### config.mk
export PLATFORM = sky130hd
export DESIGN_NAME = packed_text_decoder_core
export DESIGN_NICKNAME = d
export VERILOG_FILES = /design/src/ptd_pkg.sv /design/src/ptd_code_step.sv /design/src/ptd_result_buf.sv /design/src/packed_text_decoder_core.sv
export SDC_FILE = /design/constraint.sdc
export NUM_CORES = 1
export LEC_CHECK = 0
export ABC_AREA = 1
export ABC_CLOCK_PERIOD_IN_PS = 5900
export BUFFER_PORTS_ARGS = -buffer_cell sky130_fd_sc_hd__buf_2
export CORE_AREA = 2 2 196 198
export DETAILED_ROUTE_END_ITERATION = 8
export DIE_AREA = 0 0 198 200
export PLACE_DENSITY_LB_ADDON = 0.3
export SLEW_MARGIN = 30
export SYNTH_ARGS = -nofsm -noshare
export SYNTH_HDL_FRONTEND = slang
export SYNTH_SLANG_ARGS = --single-unit
### constraint.sdc
create_clock -name clk -period 5.9 [get_ports clk]
set_input_delay 1.77 -clock clk [delete_from_list [all_inputs] [get_ports clk]]
set_output_delay 1.77 -clock clk [all_outputs]
set_load 0.02 [all_outputs]
### src/ptd_pkg.sv
// Shared types, codes and character tables for the packed text decoder.
package ptd_pkg;

  // Result kinds
  localparam logic [1:0] KIND_CHAR = 2'd0;
  localparam logic [1:0] KIND_ABBR = 2'd1;
  localparam logic [1:0] KIND_END  = 2'd2;

  // Alphabet selections
  localparam logic [1:0] ALPHA_LOWER = 2'd0;
  localparam logic [1:0] ALPHA_UPPER = 2'd1;
  localparam logic [1:0] ALPHA_PUNCT = 2'd2;

  // Escape phases
  localparam logic [1:0] ESC_NONE = 2'd0;
  localparam logic [1:0] ESC_HIGH = 2'd1;
  localparam logic [1:0] ESC_LOW  = 2'd2;

  // Special codes
  localparam logic [4:0] CODE_SPACE       = 5'd0;
  localparam logic [4:0] CODE_ABBR_MAX    = 5'd3;
  localparam logic [4:0] CODE_SHIFT_UPPER = 5'd4;
  localparam logic [4:0] CODE_SHIFT_PUNCT = 5'd5;
  localparam logic [4:0] CODE_FIRST_GLYPH = 5'd6;

  localparam logic [7:0] CHAR_SPACE   = 8'h20;
  localparam logic [7:0] CHAR_LOWER_A = 8'h61;
  localparam logic [7:0] CHAR_UPPER_A = 8'h41;

  // Number of codes packed into one text word
  localparam int unsigned CODES_PER_WORD = 3;

  // Punctuation alphabet, indexed by code minus six
  localparam logic [7:0] PUNCT_GLYPH [26] = '{
    8'h20, 8'h0A, 8'h30, 8'h31, 8'h32, 8'h33, 8'h34, 8'h35, 8'h36,
    8'h37, 8'h38, 8'h39, 8'h2E, 8'h2C, 8'h21, 8'h3F, 8'h5F, 8'h23,
    8'h27, 8'h22, 8'h2F, 8'h5C, 8'h2D, 8'h3A, 8'h28, 8'h29
  };

  // Decoding state of one string context
  typedef struct packed {
    logic [1:0] alphabet_sel;
    logic [1:0] escape_phase;
    logic [4:0] escape_high;
    logic [1:0] abbrev_pending;
  } ctx_t;

  // One result transaction
  typedef struct packed {
    logic [1:0]  result_kind;
    logic [9:0]  char_code;
    logic [15:0] abbrev_entry_addr;
    logic        out_of_range;
    logic        last;
  } result_t;

  // Batch of results decoded from one word, handed to the result buffer
  typedef struct packed {
    logic          valid;
    logic [1:0]    count;
    result_t [2:0] slot;
  } batch_t;

  // Result buffer status towards the decode stage
  typedef struct packed {
    logic       can_load;
    logic [1:0] pending;
  } buf_status_t;

endpackage

### src/ptd_code_step.sv
// Decode of one 5-bit text code against the state of its context.
module ptd_code_step (
  input  ptd_pkg::ctx_t    ctx_in,
  input  logic [4:0]       code,
  input  logic [15:0]      abbrev_table_base,
  output ptd_pkg::ctx_t    ctx_out,
  output logic             emit,
  output ptd_pkg::result_t res
);

  logic [4:0] glyph_idx;
  logic [1:0] alpha_eff;
  logic [7:0] glyph;
  logic [1:0] pend_m1;
  logic [6:0] abbr_idx;

  assign glyph_idx = code - ptd_pkg::CODE_FIRST_GLYPH;
  assign alpha_eff = (ctx_in.alphabet_sel == 2'd3) ? ptd_pkg::ALPHA_LOWER
                                                   : ctx_in.alphabet_sel;
  assign pend_m1   = ctx_in.abbrev_pending - 2'd1;
  assign abbr_idx  = {pend_m1, code};

  // Look up the glyph of the current alphabet
  always_comb begin
    unique case (alpha_eff)
      ptd_pkg::ALPHA_UPPER: glyph = ptd_pkg::CHAR_UPPER_A + {3'b000, glyph_idx};
      ptd_pkg::ALPHA_PUNCT: glyph = ptd_pkg::PUNCT_GLYPH[glyph_idx];
      default:              glyph = ptd_pkg::CHAR_LOWER_A + {3'b000, glyph_idx};
    endcase
  end

  // Apply escape, abbreviation, shift and print rules in priority order
  always_comb begin
    ctx_out = ctx_in;
    emit    = 1'b0;
    res     = '0;
    if (ctx_in.escape_phase == ptd_pkg::ESC_HIGH) begin
      ctx_out.escape_high  = code;
      ctx_out.escape_phase = ptd_pkg::ESC_LOW;
    end else if (ctx_in.escape_phase[1]) begin
      emit                 = 1'b1;
      res.result_kind      = ptd_pkg::KIND_CHAR;
      res.char_code        = {ctx_in.escape_high, code};
      res.out_of_range     = |ctx_in.escape_high[4:3];
      ctx_out.escape_phase = ptd_pkg::ESC_NONE;
    end else if (ctx_in.abbrev_pending != 2'd0) begin
      emit                   = 1'b1;
      res.result_kind        = ptd_pkg::KIND_ABBR;
      res.abbrev_entry_addr  = abbrev_table_base + {8'h00, abbr_idx, 1'b0};
      ctx_out.abbrev_pending = 2'd0;
    end else if (code == ptd_pkg::CODE_SPACE) begin
      emit            = 1'b1;
      res.result_kind = ptd_pkg::KIND_CHAR;
      res.char_code   = {2'b00, ptd_pkg::CHAR_SPACE};
    end else if (code <= ptd_pkg::CODE_ABBR_MAX) begin
      ctx_out.abbrev_pending = code[1:0];
    end else if (code == ptd_pkg::CODE_SHIFT_UPPER) begin
      ctx_out.alphabet_sel = ptd_pkg::ALPHA_UPPER;
    end else if (code == ptd_pkg::CODE_SHIFT_PUNCT) begin
      ctx_out.alphabet_sel = ptd_pkg::ALPHA_PUNCT;
    end else begin
      ctx_out.alphabet_sel = ptd_pkg::ALPHA_LOWER;
      if (alpha_eff == ptd_pkg::ALPHA_PUNCT && code == ptd_pkg::CODE_FIRST_GLYPH) begin
        ctx_out.escape_phase = ptd_pkg::ESC_HIGH;
      end else begin
        emit            = 1'b1;
        res.result_kind = ptd_pkg::KIND_CHAR;
        res.char_code   = {2'b00, glyph};
      end
    end
  end

endmodule

### src/ptd_result_buf.sv
// Three-slot result buffer that drains one result per cycle while out_ready is high.
module ptd_result_buf (
  input  logic                 clk,
  input  logic                 rst_n,
  input  ptd_pkg::batch_t      batch,
  output ptd_pkg::buf_status_t status,
  output logic                 out_valid,
  input  logic                 out_ready,
  output ptd_pkg::result_t     out_res
);

  ptd_pkg::result_t [2:0] slot_r, slot_nxt;
  logic [1:0]             rem_r, rem_nxt;
  logic                   pop;

  assign pop             = out_valid && out_ready;
  assign out_valid       = (rem_r != 2'd0);
  assign out_res         = slot_r[0];
  assign status.can_load = (rem_r == 2'd0) || (rem_r == 2'd1 && out_ready);
  assign status.pending  = rem_r;

  // Load a new batch, or shift the queue down on each taken result
  always_comb begin
    slot_nxt = slot_r;
    rem_nxt  = rem_r;
    if (batch.valid) begin
      slot_nxt = batch.slot;
      rem_nxt  = batch.count;
    end else if (pop) begin
      slot_nxt = {slot_r[2], slot_r[2], slot_r[1]};
      rem_nxt  = rem_r - 2'd1;
    end
  end

  always_ff @(posedge clk) begin
    if (!rst_n) begin
      rem_r <= 2'd0;
    end else begin
      rem_r <= rem_nxt;
    end
  end

  // Payload needs no reset
  always_ff @(posedge clk) begin
    slot_r <= slot_nxt;
  end

endmodule

### src/packed_text_decoder_core.sv
// Top level of the packed text decoder: input register, word decode, result buffer.
//
// Usage: each input transaction carries one 16-bit text word and a context select
// (main string or abbreviation string). The word's three 5-bit codes are decoded
// in one pass and give zero to three result transactions: characters,
// abbreviation entry addresses, or a single end marker when an ending word
// yields nothing else. The last result of an ending word has last set.
// A word is registered on acceptance, then decoded and loaded into the result
// buffer once the buffer can take it. One word per cycle is taken when each word
// gives one result and the receiver does not stall; otherwise the next word waits
// until the single result channel, which drains the buffer one result per cycle
// while out_ready is high, takes the last result. The table base is written
// through cfg_we/cfg_wdata; the user must do so only while the block is idle, as
// the block does not enforce it. Reset clears both contexts, the table base, the
// input register and the buffer. When the receiver stalls, results hold in the
// buffer and one further word waits in the input register before in_ready falls.
module packed_text_decoder_core (
  input  logic        clk,
  input  logic        rst_n,
  input  logic        cfg_we,
  input  logic [15:0] cfg_wdata,
  input  logic        in_valid,
  output logic        in_ready,
  input  logic [15:0] in_code_word,
  input  logic        in_context_sel,
  output logic        out_valid,
  input  logic        out_ready,
  output logic [1:0]  out_result_kind,
  output logic [9:0]  out_char_code,
  output logic [15:0] out_abbrev_entry_addr,
  output logic        out_out_of_range,
  output logic        out_last
);

  logic                 in_valid_r, in_valid_nxt;
  logic [15:0]          word_r;
  logic                 sel_r;
  logic [15:0]          base_r;
  ptd_pkg::ctx_t        ctx_r [2];
  ptd_pkg::ctx_t        ctx_nxt;
  ptd_pkg::ctx_t        step_ctx [4];
  logic [2:0]           step_emit;
  ptd_pkg::result_t     step_res [3];
  ptd_pkg::batch_t      batch;
  ptd_pkg::buf_status_t buf_status;
  ptd_pkg::result_t     out_res;
  logic                 load_fire;
  logic                 word_end;
  logic [1:0]           n_emit;

  assign load_fire    = in_valid_r && buf_status.can_load;
  assign in_ready     = !in_valid_r || load_fire;
  assign in_valid_nxt = (in_valid && in_ready) || (in_valid_r && !load_fire);
  assign word_end     = word_r[15];

  // Input register
  always_ff @(posedge clk) begin
    if (!rst_n) begin
      in_valid_r <= 1'b0;
    end else begin
      in_valid_r <= in_valid_nxt;
    end
  end

  always_ff @(posedge clk) begin
    if (in_valid && in_ready) begin
      word_r <= in_code_word;
      sel_r  <= in_context_sel;
    end
  end

  // Table base register
  always_ff @(posedge clk) begin
    if (!rst_n) begin
      base_r <= 16'h0000;
    end else if (cfg_we) begin
      base_r <= cfg_wdata;
    end
  end

  // Chain the three code decodes, high code first
  assign step_ctx[0] = ctx_r[sel_r];

  for (genvar g = 0; g < ptd_pkg::CODES_PER_WORD; g++) begin : g_step
    ptd_code_step u_step (
      .ctx_in            (step_ctx[g]),
      .code              (word_r[14-5*g -: 5]),
      .abbrev_table_base (base_r),
      .ctx_out           (step_ctx[g+1]),
      .emit              (step_emit[g]),
      .res               (step_res[g])
    );
  end

  assign n_emit  = {1'b0, step_emit[0]} + {1'b0, step_emit[1]} + {1'b0, step_emit[2]};
  assign ctx_nxt = word_end ? '0 : step_ctx[3];

  // Pack emitted results into order and mark the end of string
  always_comb begin
    batch       = '0;
    batch.valid = load_fire;
    batch.count = n_emit;
    if (step_emit[0]) begin
      batch.slot[0] = step_res[0];
      batch.slot[1] = step_emit[1] ? step_res[1] : step_res[2];
    end else begin
      batch.slot[0] = step_emit[1] ? step_res[1] : step_res[2];
      batch.slot[1] = step_res[2];
    end
    batch.slot[2] = step_res[2];
    if (word_end) begin
      if (n_emit == 2'd0) begin
        batch.count                 = 2'd1;
        batch.slot[0]               = '0;
        batch.slot[0].result_kind   = ptd_pkg::KIND_END;
        batch.slot[0].last          = 1'b1;
      end else begin
        batch.slot[n_emit - 2'd1].last = 1'b1;
      end
    end
  end

  // Advance the context state of the loaded word
  always_ff @(posedge clk) begin
    if (!rst_n) begin
      ctx_r[0] <= '0;
      ctx_r[1] <= '0;
    end else if (load_fire) begin
      ctx_r[sel_r] <= ctx_nxt;
    end
  end

  ptd_result_buf u_buf (
    .clk       (clk),
    .rst_n     (rst_n),
    .batch     (batch),
    .status    (buf_status),
    .out_valid (out_valid),
    .out_ready (out_ready),
    .out_res   (out_res)
  );

  assign out_result_kind       = out_res.result_kind;
  assign out_char_code         = out_res.char_code;
  assign out_abbrev_entry_addr = out_res.abbrev_entry_addr;
  assign out_out_of_range      = out_res.out_of_range;
  assign out_last              = out_res.last;

`ifndef ASSERT_OFF
  // A loaded ending word always holds at least one result
  a_batch_nonempty: assert property (@(posedge clk) disable iff (!rst_n)
    load_fire && word_end |-> batch.count != 2'd0)
    else $error("empty result batch loaded for an ending word");

  // An ending word leaves its context cleared
  a_end_clears_ctx: assert property (@(posedge clk) disable iff (!rst_n)
    load_fire && word_end |=> ctx_r[$past(sel_r)] == '0)
    else $error("context not cleared after end of string");

  // An end marker is always the last result of its word
  a_end_marker_last: assert property (@(posedge clk) disable iff (!rst_n)
    out_valid && out_result_kind == ptd_pkg::KIND_END |-> out_last)
    else $error("end marker without last");

  // A held word that the buffer cannot take blocks the input
  a_backpressure: assert property (@(posedge clk) disable iff (!rst_n)
    in_valid_r && !buf_status.can_load |-> !in_ready && buf_status.pending != 2'd0)
    else $error("input accepted while buffer full");
`endif

endmodule

==> results of run 1 <==
-- cell usage after synthesis, types with 4 or more instances --
library cell and instances:
inv_2 5, o211ai_1 10, dfxtp_1 20, buf_2 14, o21ai_1 7, ha_1 64, nor2_1 118, nor3_1 17
or2_2 7, nor4_1 5, inv_1 152, o21ai_0 130, clkbuf_1 25, nand2_1 500, o22ai_1 5, nor2_4 5
nand4_1 22, nand2_2 4, xor2_1 10, edfxtp_1 127, buf_6 4, buf_4 31, a21oi_1 74, xnor2_1 4
fa_1 4, nand3_1 137
-- sequential cells by signal, indices dropped and copies added (netlist names), named ones only --
register       flops
u_buf.slot_r      58
in_valid_r         1
u_buf.out_res     30
base_r            16
sel_r              1
ctx_r             22
u_buf.rem_r        2
word_r            16
-- final cells by class --
| cell class | instances | share of cell area |
|---|---|---|
| clock buffer | 18 | 0.0346 |
| inverter | 160 | 0.0486 |
| tap | 511 | 0.0515 |
| multi-input combinational | 1160 | 0.475 |
| timing repair buffer | 81 | 0.0351 |
| sequential | 147 | 0.339 |
| clock inverter | 13 | 0.0161 |
-- power groups by stage --
stage,Clock [mW],Sequential (mW),Combinational (mW)
5_1_grt,1.26,1.59,2.12
3_3_place_gp,0,1.59,1.87
4_1_cts,1.22,1.57,1.89
3_5_place_dp,0,1.59,1.88
2_1_floorplan,0,1.57,1.40
6_report,1.19,1.57,1.90
-- critical path: cells and delay by family, from the launching register on --
kind	cells	cell delay, ns
and+or+nand+nor	15	1.48
adders and majority gates	4	1.22
DFF	1	0.63
buffers and inverters	7	0.81
AOI/OAI and AO/OA	5	0.93
-- through the flow --
| step | utilization | instances |
|---|---|---|
| 6_report | 0.332 | 2090 |
| 4_1_cts | 0.332 | 2090 |
| 3_3_place_gp | 0.315 | 2059 |
| 3_5_place_dp | 0.315 | 2059 |
| 5_1_grt | 0.332 | 2090 |
| 2_1_floorplan | - | 1542 |
-- routing by layer --
metal  global-route usage  routed length (microns)  up-vias
li1                     -                        -     5149
met1                0.264                    17300     4779
met2                0.277                    15100      374
met3               0.0282                     2070       48
met4               0.0579                      750        0
met5                    0                        0        -
-- kinds of logic after synthesis --
group | count (synthesis) | share of synthesized area
AOI/OAI and AO/OA | 247 | 0.120
xor gates and xnor gates | 14 | 0.0110
adders and majority gates | 68 | 0.0791
buffers and inverters | 235 | 0.0941
DFF | 147 | 0.378
muxes | 3 | 0.00270
and+or+nand+nor | 828 | 0.315
-- how the worst max path moves through the flow --
stage                           from  slack, ns                 to
after floorplan            flip-flop       1.22  u_buf.out_res[19]
after global placement     flip-flop       0.76  u_buf.out_res[22]
after detailed placement   flip-flop       0.63   u_buf.out_res[1]
after CTS                  flip-flop       0.60   u_buf.out_res[1]
after global routing      word_r[12]      0.006  u_buf.out_res[21]
final                     word_r[12]       0.59   u_buf.out_res[1]
==> out/metrics.yaml, run 1 <==
seqCellArea_sq_mm: 0.00421
overflow: 0
yosys_warnings: 0
most-common-layout-cells: "nand2_1, inv_1, nand3_1"
ys_seq_area_frac: 0.378
slowest_stage: "edfxtp_1"
critPathMaxFanout: 10
core-area_sq_mm: 0.0374
cts_tree: "built"
ys_seq_elements: 147
maxSlewHeadroom: 0.434
swShare: 0.415
post-place-ws_ns: 0.626
multiInputGateArea_sq_mm: 0.00589
post_cts_buffers: 0
synth_edf_count: 127
nNetsFinal: 1673
gp_congestion: 0.955
critPathCaptureType: "flip-flop"
yosys.area.top_type: "edfxtp_1"
grt_pass1_wl_microns: 55000
vias: 10400
combPwrFrac: 0.408
p_total_mw: 4.66
cp_common_cell: "nand2_1"
p_leak_nw: 5.73
cts_resized: 0
vdd_drop_max_mv: 0.236
startpoint_type: "flip-flop"
syn_area_per_cell_sq_um: 7.22
cp.required_ns: 6.16
ioPinCount: 70
area_growth_pct: 11.5
fin_worst_skew_ns: 0.0159
period_minus_slack_ns: 5.31
max_cap_viol_count: 0
status: "finished clean"
drive_gt1_frac: 0.0944
fin_ws_ns: 0.588
start_util: 0.298
powerDensity_mw_per_mm2: 376
timing.rr.end: "u_buf.out_res[1]"
synthArstFlopShare: 0
hold_viol: 0
whs_ns: 0.510
syn-num-nets: 1648
mostFrequentLayoutCell: "nand2_1"
cts.htree.levels: 4
route.detailed.drc: 0
finalSetupViolations: 0
grt_pass1_vias: 9632
dieArea_sq_mm: 0.0396
io_buffers: 69
final_max_slew_viol_count: 0
syn_inst: 1542
worstHoldStart: "u_buf.slot_r[46]"
max_freq_mhz: 188
n_antenna_cell: 0
fp.dieH_microns: 200
grt_max_degree: 65
viasPerCell: 4.95
r2r-start: "word_r[12]"
placementRows: 71
cts_root_buf: "clkbuf_16"
arrival_ns: 5.57
rsz0062_at_grt: "no"
tightest_slew_ns: 0.848
criticalPathCategory: "flip-flop to flip-flop"
reg2reg_slack_ns: 0.59
fin_crit_sh: 0.900
insertion_delay_ns: 0.45
fin_tns_setup_ns: 0
clockBufferDepth: 2
die_x_microns: 198
synth.area.top_cells: "edfxtp_1, nand2_1, ha_1"
worst-r2r-cell-count: 31
max_stage_delay_ns: 0.63
p_int_mw: 2.73
pwr-share-seq: 0.336
cts.sinks: 147
p_sw_mw: 1.94
grt_usage: 0.182
fin_area_sq_mm: 0.0124
numCtsBuffers: 17
synth_ff_type: "edfxtp_1"
firstDrtPassIters: 8
wire_per_inst_microns: 16.9
final_antenna_net_count: 0
synth_top_area_share: 0.342
yosysUniqueCellTypes: 51
placed_area_sq_mm: 0.0118
hold_depth: 2
dp_hpwl_microns: 26900
whs_endpoint: "u_buf.out_res[16]"
syn_area_sq_mm: 0.0111
nFillCells: 4021
min_path_type: "flip-flop to flip-flop"
clk_pin_slew_worst_paths_ns: 0.07
ctsHoldBuffers: 0
antenna_found_initial: 0
first_iter_violations: 1171
drt-total-wl_microns: 35300
clkPwrFrac: 0.256
(Power assumes the default switching activity.)
==> run 2, diff against run 1 <==
PLACE_DENSITY_LB_ADDON = default   (was 0.3)
RECOVER_POWER = 100   (was default)
==> run 2 against run 1 <==
Net effect:
- the run now ends with capacitance limit, slew limit left
- hold slack improved by 0.0060 ns
- largest power group unchanged
- critical path depth increased by 1
- critical endpoint is now u_buf.out_res[27]
- highest routed layer unchanged
- via count is 0.39% higher
- fmax shrank 1.3%
- die area unchanged
- largest cell class unchanged
- utilization shrank 0.39 points
- sequential cell count unchanged
- first-iteration DRC count up 1.5%
==> out/metrics.yaml, run 2 (same netlist as run 1, synthesis figures left out) <==
status: "finished, violations left"
violations: "capacitance limit, slew limit"
drt-total-wl_microns: 34500
largest_register_ffs: 58
dieArea_sq_mm: 0.0396
overflow: 0
antenna_found_initial: 0
io_buffers: 69
maxSlewHeadroom: -1.31
core-area_sq_mm: 0.0374
fin_tns_setup_ns: 0
nFillCells: 4022
cts.sinks: 147
final_util: 0.328
cp_top_family: "simple AND/OR/NAND/NOR gates"
ioPinCount: 70
worst-r2r-cell-count: 32
seqCellArea_sq_mm: 0.00421
clkPwrFrac: 0.246
insertion_delay_ns: 0.47
grt_pass1_wl_microns: 54100
cp_common_cell: "nand2_1"
p_total_mw: 4.56
slowest_stage: "edfxtp_1"
vdd_drop_max_mv: 0.235
max_cap_viol_count: 3
most-common-layout-cells: "nand2_1, inv_1, nand3_1"
tightest_slew_ns: 3.46
start_util: 0.298
mostFrequentLayoutCell: "nand2_1"
final_max_slew_viol_count: 156
clockBufferDepth: 2
hold_depth: 2
dp_hpwl_microns: 26200
regMostFlops: "u_buf.slot_r"
grt_max_degree: 64
nNetsFinal: 1672
post_cts_buffers: 0
die_x_microns: 198
multiInputGateArea_sq_mm: 0.00586
hold_viol: 0
cp.depth: 32
wire_per_inst_microns: 16.5
fp.dieH_microns: 200
cts_resized: 0
critPathMaxFanout: 18
cts_root_buf: "clkbuf_16"
n_antenna_cell: 0
cp.required_ns: 6.21
ctsHoldBuffers: 0
finalSetupViolations: 0
rsz0062_at_grt: "no"
final_antenna_net_count: 0
combPwrFrac: 0.404
p_int_mw: 2.60
swShare: 0.430
viasPerCell: 4.97
route.detailed.drc: 0
clk_pin_slew_worst_paths_ns: 0.07
period_minus_slack_ns: 5.38
arrival_ns: 5.69
criticalPathCategory: "flip-flop to flip-flop"
first_iter_violations: 1189
max_stage_delay_ns: 0.63
max_freq_mhz: 186
drive_gt1_frac: 0.0640
pwr-share-seq: 0.350
startpoint_type: "flip-flop"
critPathCaptureType: "flip-flop"
placementRows: 71
gp_congestion: 0.940
min_path_type: "flip-flop to flip-flop"
p_sw_mw: 1.96
powerDensity_mw_per_mm2: 371
cts.htree.levels: 4
grt_pass1_vias: 9594
p_leak_nw: 5.60
area_growth_pct: 10.2
vias: 10400
grt_usage: 0.177
fin_worst_skew_ns: 0.0238
fin_crit_sh: 0.912
firstDrtPassIters: 7
worst-path-buf-inv: 7
numCtsBuffers: 17
cts_tree: "built"
==> run 2: changes by cell type in the layout (fill, tap and decap cells not counted), sizes merged <==
cell and delta:
buf -40, bufinv -3, clkbuf +38, clkinv +1
clkinvlp -3, inv +6
==> run 2: final timing paths <==
kind                         start                 to  slack [ns]
setup / recovery        word_r[12]  u_buf.out_res[27]        0.52
hold / removal    u_buf.slot_r[40]  u_buf.out_res[10]        0.52
setup reg to reg        word_r[12]  u_buf.out_res[27]        0.52
hold reg to reg   u_buf.slot_r[40]  u_buf.out_res[10]        0.52
==> run 2: layout make-up <==
type,instances,share of cell area
Multi-Input combinational cell,1160,0.477
Sequential cell,147,0.343
Tap cell,511,0.0521
Inverter,160,0.0492
Clock buffer,17,0.0347
Timing Repair Buffer,80,0.0302
Clock inverter,14,0.0131
==> run 2: power by group through the flow <==
stage | clock network (mW) | logic, mW | registers [mW]
after floorplan | 0 | 1.40 | 1.57
after global placement | 0 | 1.84 | 1.60
after detailed placement | 0 | 1.86 | 1.60
after CTS | 1.14 | 1.86 | 1.58
after global routing | 1.18 | 2.06 | 1.62
final | 1.12 | 1.84 | 1.59
==> run 2: worst register-to-register path, delay by kind of cell, from the launching register on <==
family | cells | cell delay [ns]
adders and majority gates | 4 | 1.24
buffers and inverters | 7 | 0.94
DFF | 1 | 0.63
and+or+nand+nor | 16 | 1.59
AOI/OAI and AO/OA | 5 | 0.83
==> run 2: through the flow <==
stage / cells / instance area (sq um) / hold slack, ns / setup slack, ns
5_1_grt: 2089 / 12300 / 0.535 / 0.0628
3_5_place_dp: 2058 / 11800 / 0.500 / 0.597
2_1_floorplan: 1542 / 11100 / 0.469 / 1.22
6_report: 2089 / 12300 / 0.516 / 0.519
4_1_cts: 2089 / 12400 / 0.515 / 0.541
3_3_place_gp: 2058 / 11800 / 0.499 / 0.760
==> run 2: metal layers <==
| metal | track usage | vias to the layer above | wire [microns] |
|---|---|---|---|
| met1 | 0.251 | 4800 | 16300 |
| li1 | - | 5156 | - |
| met3 | 0.0370 | 54 | 2500 |
| met2 | 0.270 | 380 | 15000 |
| met4 | 0.0585 | 0 | 770 |
| met5 | 0 | - | 0 |
